==> config.mk <==
export PLATFORM = sky130hd
export DESIGN_NAME = bit_stream_packer_unit
export DESIGN_NICKNAME = d
export VERILOG_FILES = /design/src/sv/bsp_pkg.sv /design/src/sv/bsp_front.sv /design/src/sv/bsp_queue.sv /design/src/sv/bsp_back.sv /design/src/sv/bit_stream_packer_unit.sv
export VERILOG_INCLUDE_DIRS = /design/src /design/src/sv
export SDC_FILE = /design/constraint.sdc
export NUM_CORES = 1
export LEC_CHECK = 0
export ABC_AREA = 0
export BUFFER_PORTS_ARGS = -buffer_cell sky130_fd_sc_hd__clkbuf_2
export CAP_MARGIN = 20
export CELL_PAD_IN_SITES_DETAIL_PLACEMENT = 0
export CELL_PAD_IN_SITES_GLOBAL_PLACEMENT = 1
export CORE_MARGIN = 1
export CORE_UTILIZATION = 25
export DETAILED_ROUTE_END_ITERATION = 16
export GPL_TIMING_DRIVEN = 0
export PLACE_DENSITY_LB_ADDON = 0.2
export SLEW_MARGIN = 20
export SYNTH_ARGS = -nofsm -noshare
export SYNTH_HDL_FRONTEND = slang
export SYNTH_SLANG_ARGS = --single-unit
==> constraint.sdc <==
create_clock -name i_clk -period 6.74 [get_ports i_clk]
set_input_delay 0.337 -clock i_clk [delete_from_list [all_inputs] [get_ports i_clk]]
set_output_delay 0.337 -clock i_clk [all_outputs]
set_load 0.005 [all_outputs]
==> src/sv/assert_macros.svh <==
// assertion macros shared by the packer rtl
`ifndef ASSERT_MACROS_SVH
`define ASSERT_MACROS_SVH

// property that must hold at every clock edge out of reset
`define ASSERT_ALWAYS(label, clk, rst_n, expr, msg) \
    label: assert property (@(posedge clk) disable iff (!rst_n) (expr)) else $error(msg);

// implication checked at every clock edge out of reset
`define ASSERT_IMPLIES(label, clk, rst_n, ante, cons, msg) \
    label: assert property (@(posedge clk) disable iff (!rst_n) (ante) |-> (cons)) \
        else $error(msg);

`endif

==> src/sv/bsp_pkg.sv <==
// shared types, constants and helpers of the bit stream packer
`default_nettype none

package bsp_pkg;

    localparam int INDEX_WIDTH  = 16;
    localparam int VALUE_WIDTH  = 64;
    localparam int CODE_WIDTH   = 3;
    localparam int BYTE_WIDTH   = 8;
    localparam int FILL_WIDTH   = 3;
    localparam int BITS_WIDTH   = 4;
    localparam int NBYTES_WIDTH = 4;

    // queue depth must be a power of two
    localparam int QUEUE_DEPTH = 2;
    localparam int QUEUE_PTR_W = $clog2(QUEUE_DEPTH);
    localparam int QUEUE_CNT_W = $clog2(QUEUE_DEPTH + 1);

    localparam logic [CODE_WIDTH-1:0] CODE_W1  = 3'd0;
    localparam logic [CODE_WIDTH-1:0] CODE_W8  = 3'd1;
    localparam logic [CODE_WIDTH-1:0] CODE_W16 = 3'd2;
    localparam logic [CODE_WIDTH-1:0] CODE_W32 = 3'd3;
    localparam logic [CODE_WIDTH-1:0] CODE_W64 = 3'd4;

    localparam logic [BITS_WIDTH-1:0] FULL_BITS = 4'd8;

    // classified request as held in the queue
    typedef struct packed {
        logic [VALUE_WIDTH-1:0]  value;
        logic [NBYTES_WIDTH-1:0] nbytes;
        logic                    one_bit;
        logic                    eos;
    } t_item;

    // whole bytes carried by a width code, zero for the one-bit and unused codes
    function automatic logic [NBYTES_WIDTH-1:0] code_nbytes(input logic [CODE_WIDTH-1:0] code);
        logic [NBYTES_WIDTH-1:0] n;
        case (code)
            CODE_W8:  n = 4'd1;
            CODE_W16: n = 4'd2;
            CODE_W32: n = 4'd4;
            CODE_W64: n = 4'd8;
            default:  n = 4'd0;
        endcase
        return n;
    endfunction

endpackage

`default_nettype wire

==> src/sv/bsp_front.sv <==
// front stage: registers incoming requests and classifies their width
`default_nettype none

module bsp_front (
    input  wire logic                          i_clk,
    input  wire logic                          i_rst_n,
    input  wire logic                          i_in_valid,
    output logic                               o_in_ready,
    input  wire logic [bsp_pkg::VALUE_WIDTH-1:0] i_value,
    input  wire logic [bsp_pkg::CODE_WIDTH-1:0]  i_width_code,
    input  wire logic                          i_end_of_stream,
    output logic                               o_push,
    output bsp_pkg::t_item                     o_item,
    input  wire logic                          i_push_ready
);
    import bsp_pkg::*;

    logic   r_valid;
    t_item  r_item;
    t_item  n_item;
    logic   take;

    assign o_in_ready = !r_valid || i_push_ready;
    assign take       = i_in_valid && o_in_ready;

    always_comb begin
        n_item.value   = i_value;
        n_item.nbytes  = code_nbytes(i_width_code);
        n_item.one_bit = (i_width_code == CODE_W1);
        n_item.eos     = i_end_of_stream;
    end

    always_ff @(posedge i_clk) begin
        if (!i_rst_n) begin
            r_valid <= 1'b0;
        end else if (take) begin
            r_valid <= 1'b1;
        end else if (i_push_ready) begin
            r_valid <= 1'b0;
        end
    end

    always_ff @(posedge i_clk) begin
        if (take) begin
            r_item <= n_item;
        end
    end

    assign o_push = r_valid;
    assign o_item = r_item;

endmodule

`default_nettype wire

==> src/sv/bsp_queue.sv <==
// short request queue between front and back
`default_nettype none

module bsp_queue (
    input  wire logic      i_clk,
    input  wire logic      i_rst_n,
    input  wire logic      i_push,
    input  wire bsp_pkg::t_item i_item,
    output logic           o_push_ready,
    output logic           o_head_valid,
    output bsp_pkg::t_item o_head,
    input  wire logic      i_pop
);
    import bsp_pkg::*;

    `include "assert_macros.svh"

    t_item                  r_mem [QUEUE_DEPTH];
    logic [QUEUE_PTR_W-1:0] r_wr_ptr;
    logic [QUEUE_PTR_W-1:0] r_rd_ptr;
    logic [QUEUE_CNT_W-1:0] r_count;
    logic                   do_push;
    logic                   do_pop;

    assign o_push_ready = (r_count != QUEUE_CNT_W'(QUEUE_DEPTH));
    assign o_head_valid = (r_count != '0);
    assign o_head       = r_mem[r_rd_ptr];
    assign do_push      = i_push && o_push_ready;
    assign do_pop       = i_pop && o_head_valid;

    always_ff @(posedge i_clk) begin
        if (!i_rst_n) begin
            r_wr_ptr <= '0;
            r_rd_ptr <= '0;
            r_count  <= '0;
        end else begin
            if (do_push) begin
                r_wr_ptr <= r_wr_ptr + 1'b1;
            end
            if (do_pop) begin
                r_rd_ptr <= r_rd_ptr + 1'b1;
            end
            case ({do_push, do_pop})
                2'b10:   r_count <= r_count + 1'b1;
                2'b01:   r_count <= r_count - 1'b1;
                default: r_count <= r_count;
            endcase
        end
    end

    always_ff @(posedge i_clk) begin
        if (do_push) begin
            r_mem[r_wr_ptr] <= i_item;
        end
    end

    `ASSERT_ALWAYS(a_count_bound, i_clk, i_rst_n, r_count <= QUEUE_CNT_W'(QUEUE_DEPTH), "queue over depth")
    `ASSERT_IMPLIES(a_pop_nonempty, i_clk, i_rst_n, i_pop, r_count != '0, "pop from empty queue")

endmodule

`default_nettype wire

==> src/sv/bsp_back.sv <==
// back stage: merges bytes into the bit stream and drives the output register
`default_nettype none

module bsp_back (
    input  wire logic                            i_clk,
    input  wire logic                            i_rst_n,
    input  wire logic                            i_head_valid,
    input  wire bsp_pkg::t_item                  i_head,
    output logic                                 o_pop,
    output logic                                 o_out_valid,
    input  wire logic                            i_out_ready,
    output logic [bsp_pkg::BYTE_WIDTH-1:0]       o_out_byte,
    output logic [bsp_pkg::INDEX_WIDTH-1:0]      o_byte_index,
    output logic [bsp_pkg::BITS_WIDTH-1:0]       o_valid_bits,
    output logic                                 o_last
);
    import bsp_pkg::*;

    `include "assert_macros.svh"

    logic [NBYTES_WIDTH-1:0] r_step;
    logic [BYTE_WIDTH-1:0]   r_partial;
    logic [FILL_WIDTH-1:0]   r_fill;
    logic [INDEX_WIDTH-1:0]  r_pos;

    logic                    r_out_valid;
    logic [BYTE_WIDTH-1:0]   r_out_byte;
    logic [INDEX_WIDTH-1:0]  r_out_index;
    logic [BITS_WIDTH-1:0]   r_out_bits;
    logic                    r_out_last;

    logic [NBYTES_WIDTH-1:0] n_step;
    logic [BYTE_WIDTH-1:0]   n_partial;
    logic [FILL_WIDTH-1:0]   n_fill;
    logic [INDEX_WIDTH-1:0]  n_pos;

    logic                    out_free;
    logic                    advance;
    logic                    emit;
    logic [BYTE_WIDTH-1:0]   emit_byte;
    logic [BITS_WIDTH-1:0]   emit_bits;
    logic                    emit_last;
    logic                    pop;

    logic [BYTE_WIDTH-1:0]   src_byte;
    logic [2*BYTE_WIDTH-1:0] merged;
    logic [BYTE_WIDTH-1:0]   bit_partial;
    logic [BITS_WIDTH-1:0]   fill_p1;
    logic                    has_flush;
    logic                    final_byte;
    logic [BYTE_WIDTH-1:0]   fill_mask;

    assign out_free = !r_out_valid || i_out_ready;
    assign advance  = i_head_valid && out_free;

    assign src_byte    = i_head.value[{r_step[2:0], 3'b000} +: BYTE_WIDTH];
    assign merged      = {8'd0, r_partial} | ({8'd0, src_byte} << r_fill);
    assign bit_partial = r_partial | ({7'd0, i_head.value[0]} << r_fill);
    assign fill_p1     = {1'b0, r_fill} + 4'd1;
    assign has_flush   = i_head.eos && (r_fill != '0);
    assign final_byte  = (r_step == (i_head.nbytes - 4'd1));
    assign fill_mask   = ~(8'hff << r_fill);

    always_comb begin
        n_step    = r_step;
        n_partial = r_partial;
        n_fill    = r_fill;
        n_pos     = r_pos;
        emit      = 1'b0;
        emit_byte = r_partial;
        emit_bits = FULL_BITS;
        emit_last = 1'b1;
        pop       = 1'b0;
        if (i_head.one_bit) begin
            // single bit, a byte leaves when it fills or on flush
            pop       = 1'b1;
            emit      = (r_fill == 3'd7) || i_head.eos;
            emit_byte = bit_partial;
            emit_bits = (r_fill == 3'd7) ? FULL_BITS : fill_p1;
            n_partial = bit_partial;
            n_fill    = fill_p1[FILL_WIDTH-1:0];
            if (r_fill == 3'd7) begin
                n_partial = '0;
                n_pos     = r_pos + 1'b1;
            end
        end else if (r_step < i_head.nbytes) begin
            // one byte of a multi-byte value, high bits carry over
            emit      = 1'b1;
            emit_byte = merged[BYTE_WIDTH-1:0];
            emit_last = final_byte && !has_flush;
            n_partial = merged[2*BYTE_WIDTH-1:BYTE_WIDTH];
            n_pos     = r_pos + 1'b1;
            if (final_byte && !has_flush) begin
                pop    = 1'b1;
                n_step = '0;
            end else begin
                n_step = r_step + 4'd1;
            end
        end else begin
            // flush of the partial byte, or an item with nothing to send
            pop       = 1'b1;
            n_step    = '0;
            emit      = has_flush;
            emit_byte = r_partial & fill_mask;
            emit_bits = {1'b0, r_fill};
        end
        if (pop && i_head.eos) begin
            n_partial = '0;
            n_fill    = '0;
            n_pos     = '0;
        end
    end

    always_ff @(posedge i_clk) begin
        if (!i_rst_n) begin
            r_step      <= '0;
            r_partial   <= '0;
            r_fill      <= '0;
            r_pos       <= '0;
            r_out_valid <= 1'b0;
        end else begin
            if (advance) begin
                r_step    <= n_step;
                r_partial <= n_partial;
                r_fill    <= n_fill;
                r_pos     <= n_pos;
            end
            if (advance && emit) begin
                r_out_valid <= 1'b1;
            end else if (i_out_ready) begin
                r_out_valid <= 1'b0;
            end
        end
    end

    always_ff @(posedge i_clk) begin
        if (advance && emit) begin
            r_out_byte  <= emit_byte;
            r_out_index <= r_pos;
            r_out_bits  <= emit_bits;
            r_out_last  <= emit_last;
        end
    end

    assign o_pop        = advance && pop;
    assign o_out_valid  = r_out_valid;
    assign o_out_byte   = r_out_byte;
    assign o_byte_index = r_out_index;
    assign o_valid_bits = r_out_bits;
    assign o_last       = r_out_last;

    `ASSERT_ALWAYS(a_partial_clean, i_clk, i_rst_n, (r_partial >> r_fill) == 8'd0, "stale bits above fill")
    `ASSERT_ALWAYS(a_step_bound, i_clk, i_rst_n, r_step <= 4'd8, "byte step out of range")
    `ASSERT_IMPLIES(a_bits_nonzero, i_clk, i_rst_n, r_out_valid, r_out_bits != 4'd0, "empty byte sent")

endmodule

`default_nettype wire

==> src/sv/bit_stream_packer_unit.sv <==
// top level of the lsb-first bit stream packer
//
// input channel: i_in_valid / o_in_ready carry one request of i_value,
//   i_width_code (0 = 1 bit, 1 = 8, 2 = 16, 3 = 32, 4 = 64 bits, others append
//   nothing) and i_end_of_stream, which flushes a partial byte afterwards
// output channel: o_out_valid / i_out_ready carry one stream byte a cycle with
//   its index, valid bit count (8, or 1..7 for a flushed partial byte) and
//   o_last on the final byte that a request produces
// path: a request passes the input register and the queue to the byte merger,
//   whose output register shows its bytes
// throughput: the byte merger sends one byte a cycle while the receiver takes
//   them; a request yields 1, 2, 4 or 8 bytes plus one for a flush, and a
//   request that yields nothing still passes through the byte merger
// reset: partial byte, fill count and byte index return to zero, the queue
//   empties and no byte is shown
// a stalled receiver holds the output register; the queue and input register
//   keep taking requests until they fill, then o_in_ready drops
`default_nettype none

module bit_stream_packer_unit (
    input  wire logic                              i_clk,
    input  wire logic                              i_rst_n,
    input  wire logic                              i_in_valid,
    output logic                                   o_in_ready,
    input  wire logic [bsp_pkg::VALUE_WIDTH-1:0]   i_value,
    input  wire logic [bsp_pkg::CODE_WIDTH-1:0]    i_width_code,
    input  wire logic                              i_end_of_stream,
    output logic                                   o_out_valid,
    input  wire logic                              i_out_ready,
    output logic [bsp_pkg::BYTE_WIDTH-1:0]         o_out_byte,
    output logic [bsp_pkg::INDEX_WIDTH-1:0]        o_byte_index,
    output logic [bsp_pkg::BITS_WIDTH-1:0]         o_valid_bits,
    output logic                                   o_last
);
    import bsp_pkg::*;

    // front to queue
    logic  push;
    t_item push_item;
    logic  push_ready;

    // queue to back
    logic  head_valid;
    t_item head;
    logic  pop;

    // input register and width classification
    bsp_front u_front (
        .i_clk           (i_clk),
        .i_rst_n         (i_rst_n),
        .i_in_valid      (i_in_valid),
        .o_in_ready      (o_in_ready),
        .i_value         (i_value),
        .i_width_code    (i_width_code),
        .i_end_of_stream (i_end_of_stream),
        .o_push          (push),
        .o_item          (push_item),
        .i_push_ready    (push_ready)
    );

    // decouples request intake from byte output
    bsp_queue u_queue (
        .i_clk        (i_clk),
        .i_rst_n      (i_rst_n),
        .i_push       (push),
        .i_item       (push_item),
        .o_push_ready (push_ready),
        .o_head_valid (head_valid),
        .o_head       (head),
        .i_pop        (pop)
    );

    // byte merger, stream state and output register
    bsp_back u_back (
        .i_clk        (i_clk),
        .i_rst_n      (i_rst_n),
        .i_head_valid (head_valid),
        .i_head       (head),
        .o_pop        (pop),
        .o_out_valid  (o_out_valid),
        .i_out_ready  (i_out_ready),
        .o_out_byte   (o_out_byte),
        .o_byte_index (o_byte_index),
        .o_valid_bits (o_valid_bits),
        .o_last       (o_last)
    );

endmodule

`default_nettype wire

==> metrics.txt, run 1 <==
status completed; Hold Path Stages 3; R2R cell count 14; min-delay worst type input pin to register; Core Footprint approximately 0.043 mm2; Inserted Diodes 0; drt via density 4.29; design area roughly 0.014 mm2; slew margin rel. about 48%; CP max FO 10; critical setup path kind register to register; cell family with most CP delay simple AND/OR/NAND/NOR gates; Post-DP Area between 0.01 and 0.015 mm2; Initial Util between 20% and 30%; Num CTS Buffers 34; port bufs between 100 and 150; # DRC 0; yosys warns 0; global-route wire length before repair 40,000 um; Startpoint Class register; leading area contributor after synthesis edfxtp_1; drt pass-1 iters 4; CP endpoint kind register; syn avg cell area between 15 and 20 um2; worst-margin pin slew ~0.78 ns; net load switching power 1.46 mW; row cnt 76; fmax around 260 MHz; I/O pin total between 100 and 150; most frequent CP cell buf_6; Die H roughly 210 um; Nets around 990; Hold Crit Start i_in_valid; Max Cap Viol 0; overall die width 213 um; switch share between 20% and 30%; post-synthesis instance area ~0.011 mm2; max incr delay on CP between 0.4 and 0.5 ns; gpl congestion roughly 0.85; register area 0.00794 mm2; Final setup viols 0; commonest cells in the netlist 239 x edfxtp_1, 47 x nor2_1, 41 x nand2_1, 38 x dfxtp_1, 24 x mux4_2; Die ar. about 0.045 mm2; Final Hold Violating Endpoints 0; Tmin final between 3 and 4 ns; TNS Setup 0 ns; leak pwr approximately 5 nW; commonest register cell after synthesis edfxtp_1; via count between 6,000 and 7,000; Worst Path Required 7.22 ns; drt initial violations ~440; fin crit share ~57%; clock net sink count 277; final WL approximately 27,000 um; Mapped Cells approximately 700; clk_lat worst skew ~0.55 ns; Worst Skew between 0.02 and 0.03 ns; sequential element share of the synthesized area a little under three quarters; unrepaired setup endpoints after global routing false; register share of total power a little over two fifths; placed wire-length estimate approximately 18,000 um; CP Data Arrival Time between 4 and 5 ns; fraction of layout cells with a size suffix above 1 23.7%; clock slew at reported path FFs around 0.060 ns; root buf cell clkbuf_16; Yosys cell types just under 70; crit path buf inv count 4; gr ovfl total 0; initial antenna violation count 0; maximum VDD drop between 0.15 and 0.2 mV; Fin Hold WS 0.0354 ns; H-tree depth 2; multi-input logic area 0.00299 mm2; routed len/inst around 18 um; CTS tree done; Fillers about 4,300; pwr dens roughly 350 mW/mm2; Int Pwr 3.52 mW; Synth area leaders edfxtp_1 65%, dfxtp_1 6.9%, mux4_2 4.9%, mux2i_1 2.0%, nor2_1 1.6%; largest buffer count on any clock path 3; WHS Endpoint u_front.o_push; Slew Viols, Final 0; remaining antenna violation count after routing 0; Slowest-stage cell, CP or3_1; Critical R2R Capture u_queue.r_count[1]; cts repair resizes 0; FFs w/ async S/R, synth 0%; Comb pwr share 21.3%; Synth Net Count between 700 and 800; Synth-to-Final Area Change 28.3%; R2R setup slack between 2 and 3 ns; top-area cell type share of the netlist area between 60% and 70%; largest net degree at the start of global routing 57; gr usage total around an eighth; Post-synth EDFFs 239; vias in the first global route 6,641; crit path cell chain buf_6, buf_6, buf_6, mux2i_1, ha_1, nor2b_1, o31a_1, or3_1, a41o_1, buf_2, and2_1, ha_1, or3_1, a21boi_0; clock network power share a little over a third; most frequent cell after synthesis edfxtp_1; post-synthesis register bit count 277
==> layout make-up <==
cell class | count | share of cell area (%)
Clock buffer | 40 | 6.20
Sequential cell | 277 | 55.8
Buffer | 25 | 1.10
Inverter | 11 | 0.290
Tap cell | 585 | 5.14
Multi-Input combinational cell | 380 | 21.0
Timing Repair Buffer | 173 | 9.26
Clock inverter | 21 | 1.27
==> sequential cells by signal, summed over array words and instances (netlist names), 2 cells and up, named ones only <==
register,flops
u_back.o_byte_index,16
u_back.r_partial,8
u_front.o_item,70
u_back.r_fill,3
u_queue.r_mem,140
u_back.o_out_byte,8
u_back.r_pos,16
u_back.o_valid_bits,4
u_queue.r_count,2
u_back.r_step,4
==> cells in the final DEF, fill, tap and decap left out, types with 13 or more instances in the layout <==
master	Yosys	layout
dlygate4sd3_1	0	65
nor3_1	13	13
clkbuf_1	13	18
a21oi_1	15	14
a22oi_1	15	15
nand2_1	41	41
mux4_2	24	24
nor2_1	47	46
clkbuf_16	0	34
clkbuf_2	0	102
ha_1	13	13
dfxtp_1	38	38
edfxtp_1	239	239
o21ai_0	14	14
nand3_1	13	13
mux2i_1	22	22
==> routing by layer <==
layer | share of wire, % | track usage (%)
met1 | 47 | 15.9
met2 | 47 | 19.1
met3 | 4.4 | 2.38
met5 | 0 | 0
met4 | 2.2 | 4.54
==> worst register-to-register path: stages (launching register included) <==
cell and delay [ns]:
dfxtp_1 0.33, buf_6 0.14, buf_6 0.20, buf_6 0.23
mux2i_1 0.29, ha_1 0.26, nor2b_1 0.14, o31a_1 0.25
or3_1 0.43, a41o_1 0.24, buf_2 0.19, and2_1 0.22
ha_1 0.34, or3_1 0.37, a21boi_0 0.15
==> logic make-up (layout without fill, tap and decap cells) <==
group	after synthesis	after routing	share of synthesized area, %
AO/OA/AOI/OAI	115	115	7.52
XOR/XNOR	22	22	1.74
buffers and inverters	36	270	1.78
multiplexers	53	53	7.86
adder cells (fa/ha/maj)	13	13	1.47
flip-flops	277	277	71.5
AND/OR/NAND/NOR	177	177	8.10
==> stage by stage <==
step                      total power [mW]  utilization [%]  instances  setup WS, ns
after floorplan                       2.82                -        693          2.70
after global placement                3.23             28.4       1380         0.475
after detailed placement              3.26             28.8       1386          2.83
after CTS                             5.06             32.8       1512          2.79
after global routing                  5.22             32.8       1512          2.64
final                                 4.98             32.8       1512          2.88
==> how the worst max path moves through the flow <==
stage,start,end,slack (ns),cells after the start
after global placement,u_queue.r_count[0],u_queue.r_mem[0][24],0.47,3
after global routing,register,u_queue.r_count[1],2.64,14
after floorplan,u_queue.r_count[0],u_queue.r_mem[0][0],2.70,3
after CTS,register,u_queue.r_count[1],2.79,14
final,register,u_queue.r_count[1],2.88,14
after detailed placement,register,u_queue.r_count[1],2.83,14
==> power groups by stage <==
| stage | combinational, mW | sequential, mW | clock [mW] |
|---|---|---|---|
| detailed placement | 1.05 | 2.22 | 0 |
| global route | 1.16 | 2.20 | 1.86 |
| finish | 1.06 | 2.18 | 1.74 |
| CTS | 1.08 | 2.18 | 1.80 |
| floorplan | 0.606 | 2.21 | 0 |
| global placement | 1.00 | 2.23 | 0 |
==> what timing repair did <==
action	4_1_cts	5_1_grt
endpoints found under the setup margin	0	0
hold buffers	65	0
hold endpoints to repair	65	0
buffers inserted	0	0
(Power assumes the default switching activity.)
==> run 2: changes to the inputs <==
--- a/config.mk
+++ b/config.mk
@@ -6,7 +6,7 @@
 export SDC_FILE = /design/constraint.sdc
 export NUM_CORES = 1
 export LEC_CHECK = 0
-export ABC_AREA = 0
+export ABC_AREA = 1
 export BUFFER_PORTS_ARGS = -buffer_cell sky130_fd_sc_hd__clkbuf_2
 export CAP_MARGIN = 20
 export CELL_PAD_IN_SITES_DETAIL_PLACEMENT = 0
==> constraint.sdc (replaced) <==
create_clock -name i_clk -period 3.9 [get_ports i_clk]
set_input_delay 0.195 -clock i_clk [delete_from_list [all_inputs] [get_ports i_clk]]
set_output_delay 0.195 -clock i_clk [all_outputs]
set_load 0.005 [all_outputs]
==> metrics.txt, run 2 <==
status completed; final cell count without fillers 1,842 (+22%); Slew Viols, Final 0 (unchanged); crit path cell chain buf_2, inv_2, clkbuf_1, ha_1, o21bai_1, a31oi_2, nor2_2, inv_1, nor2_1, nor3_4, buf_8, buf_6; gr ovfl total 0 (unchanged); clock slew at reported path FFs 0.06 ns (about the same); Inserted Diodes 0 (unchanged); fin crit share 83.5% (+26 points); post-synthesis register bit count 277 (unchanged); unrepaired setup endpoints after global routing false; H-tree depth 2 (unchanged); GR Layer Usage met1 16.5% (+0.59 points); Global Route met3 Usage 2.24% (-0.15 points); drt initial violations 449 (+1.8%); global-route wire length before repair 44,700 um (+12%); critical setup path kind register to register; leading area contributor after synthesis edfxtp_1; Largest Register u_queue.r_mem; cts repair resizes 0 (unchanged); switch share 33.8% (+4.4 points); Num CTS Buffers 34 (unchanged); Synth-to-Final Area Change 28.4% (about the same); Post-synth EDFFs 239 (unchanged); most frequent cell after synthesis nand2_1; syn avg cell area 11.2 um2 (-30%); post-route setup slack 0.643 ns (-2.24 ns); Synth area leaders edfxtp_1 63%, nand2_1 8.9%, dfxtp_1 6.7%, nand3_1 4.7%, inv_1 2.7%; remaining antenna violation count after routing 0 (unchanged); vias in the first global route 7,801 (+17%); Comb pwr share 28.9% (+7.6 points); final WL 28,900 um (+8.7%); yosys warns 0 (unchanged); postcts setup bufs 0 (unchanged); commonest cells in the netlist 268 x nand2_1, 239 x edfxtp_1, 106 x nand3_1, 83 x inv_1, 66 x nor2_1; crit path buf inv count 6 (+2); pre-CTS WS 0.551 ns (-2.28 ns); gpl congestion 0.814 (-4.3%); initial antenna violation count 0 (unchanged); min-delay worst type input pin to register; Tmin final 3.26 ns (-0.601 ns); worst-margin pin slew 0.932 ns (+0.154 ns); commonest register cell after synthesis edfxtp_1; design area 0.0146 mm2 (+2.4%); pwr dens 656 mW/mm2 (+88%); placed wire-length estimate 20,100 um (+11%); register share of total power 40.2% (-3.5 points); I/O pin total 103 (unchanged); placed cells 1,713 (+24%); Synth Net Count 1,095 (+41%); Worst Path Required 4.13 ns (-3.09 ns); net load switching power 3.23 mW (+120%); met2 usage 20.6% (+1.5 points); commonest non-fill, non-tap cell in the layout nand2_1; Slowest-stage cell, CP clkbuf_1; CP endpoint kind register; top-area cell type share of the netlist area 63.2% (-1.5 points); drt via density 4.23 (-1.4%); Core Footprint 0.0445 mm2 (+2.4%); commonest non-fill, non-tap cells in the layout 268 x nand2_1, 239 x edfxtp_1, 106 x nand3_1; row cnt 77 (+1.3%); slew margin rel. 37.2% (-11 points); routed len/inst 15.7 um (-11%); Mapped Cells 1,010 (+46%); Die ar. 0.0463 mm2 (+2.3%); leak pwr 5.63 nW (+14%); CP max FO 12 (+2); Max Cap Viol 0 (unchanged); overall die width 215 um (+1.1%); Final Hold Violating Endpoints 0 (unchanged); max incr delay on CP 0.46 ns (+0.03 ns); Nets 1,313 (+33%); clock network power share 31.0% (-4.0 points); Fin Hold WS 0.0631 ns (+0.0277 ns); Initial Util 25.5% (about the same); max FFs per register 140 (unchanged); drt pass-1 iters 5 (+1); gr usage total 12.6% (+0.70 points); Worst Skew 0.0163 ns (-0.0122 ns); fmax 307 MHz (+18%); CTS tree done; port bufs 102 (unchanged); Fillers 4,542 (+5.1%); FFs w/ async S/R, synth 0% (unchanged); largest buffer count on any clock path 3 (unchanged); sequential element share of the synthesized area 69.9% (-1.6 points); maximum VDD drop 0.297 mV (+81%); Final setup viols 0 (unchanged); Post-DP Area 0.0128 mm2 (+2.5%); post-synthesis instance area 0.0114 mm2 (+2.3%); clock net sink count 277 (unchanged); fraction of layout cells with a size suffix above 1 16.6% (-7.2 points); Int Pwr 6.33 mW (+80%); Yosys cell types 44 (-36%); largest net degree at the start of global routing 42 (-26%); TNS Setup 0 ns (unchanged); clk_lat worst skew 0.53 ns (-0.02 ns); # DRC 0 (unchanged); GRT busiest layer met2; CP Data Arrival Time 3.49 ns (-0.85 ns); via count 7,797 (+20%); root buf cell clkbuf_16; cell family with most CP delay buffers and inverters; Startpoint Class register; Die H 215 um (+1.1%)
run 2: cell types whose count changed after synthesis, sizes merged, moves of 12 or more:
cell / change
a21oi: +19
a22oi: -15
and2: -12
inv: +78
mux2i: -23
mux4: -26
nand2: +230
nand3: +93
nor2: +26
nor2b: -12
o21ai: +36
run 2: path summary, 6_finish.rpt:
path	start	to	slack (ns)	cells after the start
setup / recovery	u_back.r_step[0]	u_back.o_out_byte[4]	0.64	12
hold / removal	i_rst_n	u_queue.r_wr_ptr	0.06	3
setup reg to reg	u_back.r_step[0]	u_back.o_out_byte[4]	0.64	12
hold reg to reg	u_back.r_pos[15]	u_back.o_byte_index[15]	0.43	0
run 2: cell families after synthesis:
family          count (synthesis)  synth area share (%)
fa+ha+maj                      13                  1.43
flops                         277                  69.9
buf+inv                       126                  4.48
simple gates                  480                  18.1
xor+xnor                        8                 0.617
compound gates                106                  5.45
run 2: what timing repair did:
item	in CTS	in global routing
hold buffers	71	0
hold endpoints to repair	72	0
endpoints found under the setup margin	0	0
run 2: cell type report:
| type | instances | area (um2) | share of cell area (%) |
|---|---|---|---|
| multi-input cells | 607 | 2930 | 20.1 |
| clock inverters | 14 | 118 | 0.807 |
| inverters | 90 | 342 | 2.34 |
| flip-flops and latches | 277 | 7940 | 54.4 |
| plain buffers | 36 | 170 | 1.17 |
| well taps | 592 | 741 | 5.08 |
| clock buffers | 44 | 920 | 6.31 |
| repair buffers | 182 | 1420 | 9.72 |
run 2: worst min-delay path, stage by stage:
cell and delay, ns:
clkbuf_2 0.18, o21ai_0 0.12, a21oi_1 0.04
run 2: stage by stage:
stage | utilization, % | power, mW
after global routing | 32.8 | 10.2
after detailed placement | 28.8 | 6.67
final | 32.8 | 9.56
after floorplan | - | 5.59
after CTS | 32.8 | 9.74
after global placement | 28.3 | 6.60
run 2: metal layers:
| layer | vias up | routed length (um) |
|---|---|---|
| met5 | - | 0 |
| met4 | 0 | 867 |
| met3 | 54 | 1080 |
| met2 | 163 | 13300 |
| met1 | 3678 | 13700 |
| li1 | 3902 | - |
run 2: power by group through the flow:
stage          Combinational, mW  Clock (mW)  Sequential (mW)
2_1_floorplan               1.68           0             3.90
3_3_place_gp                2.66           0             3.95
3_5_place_dp                2.76           0             3.91
4_1_cts                     2.82        3.07             3.85
5_1_grt                     3.11        3.16             3.88
6_report                    2.76        2.96             3.84
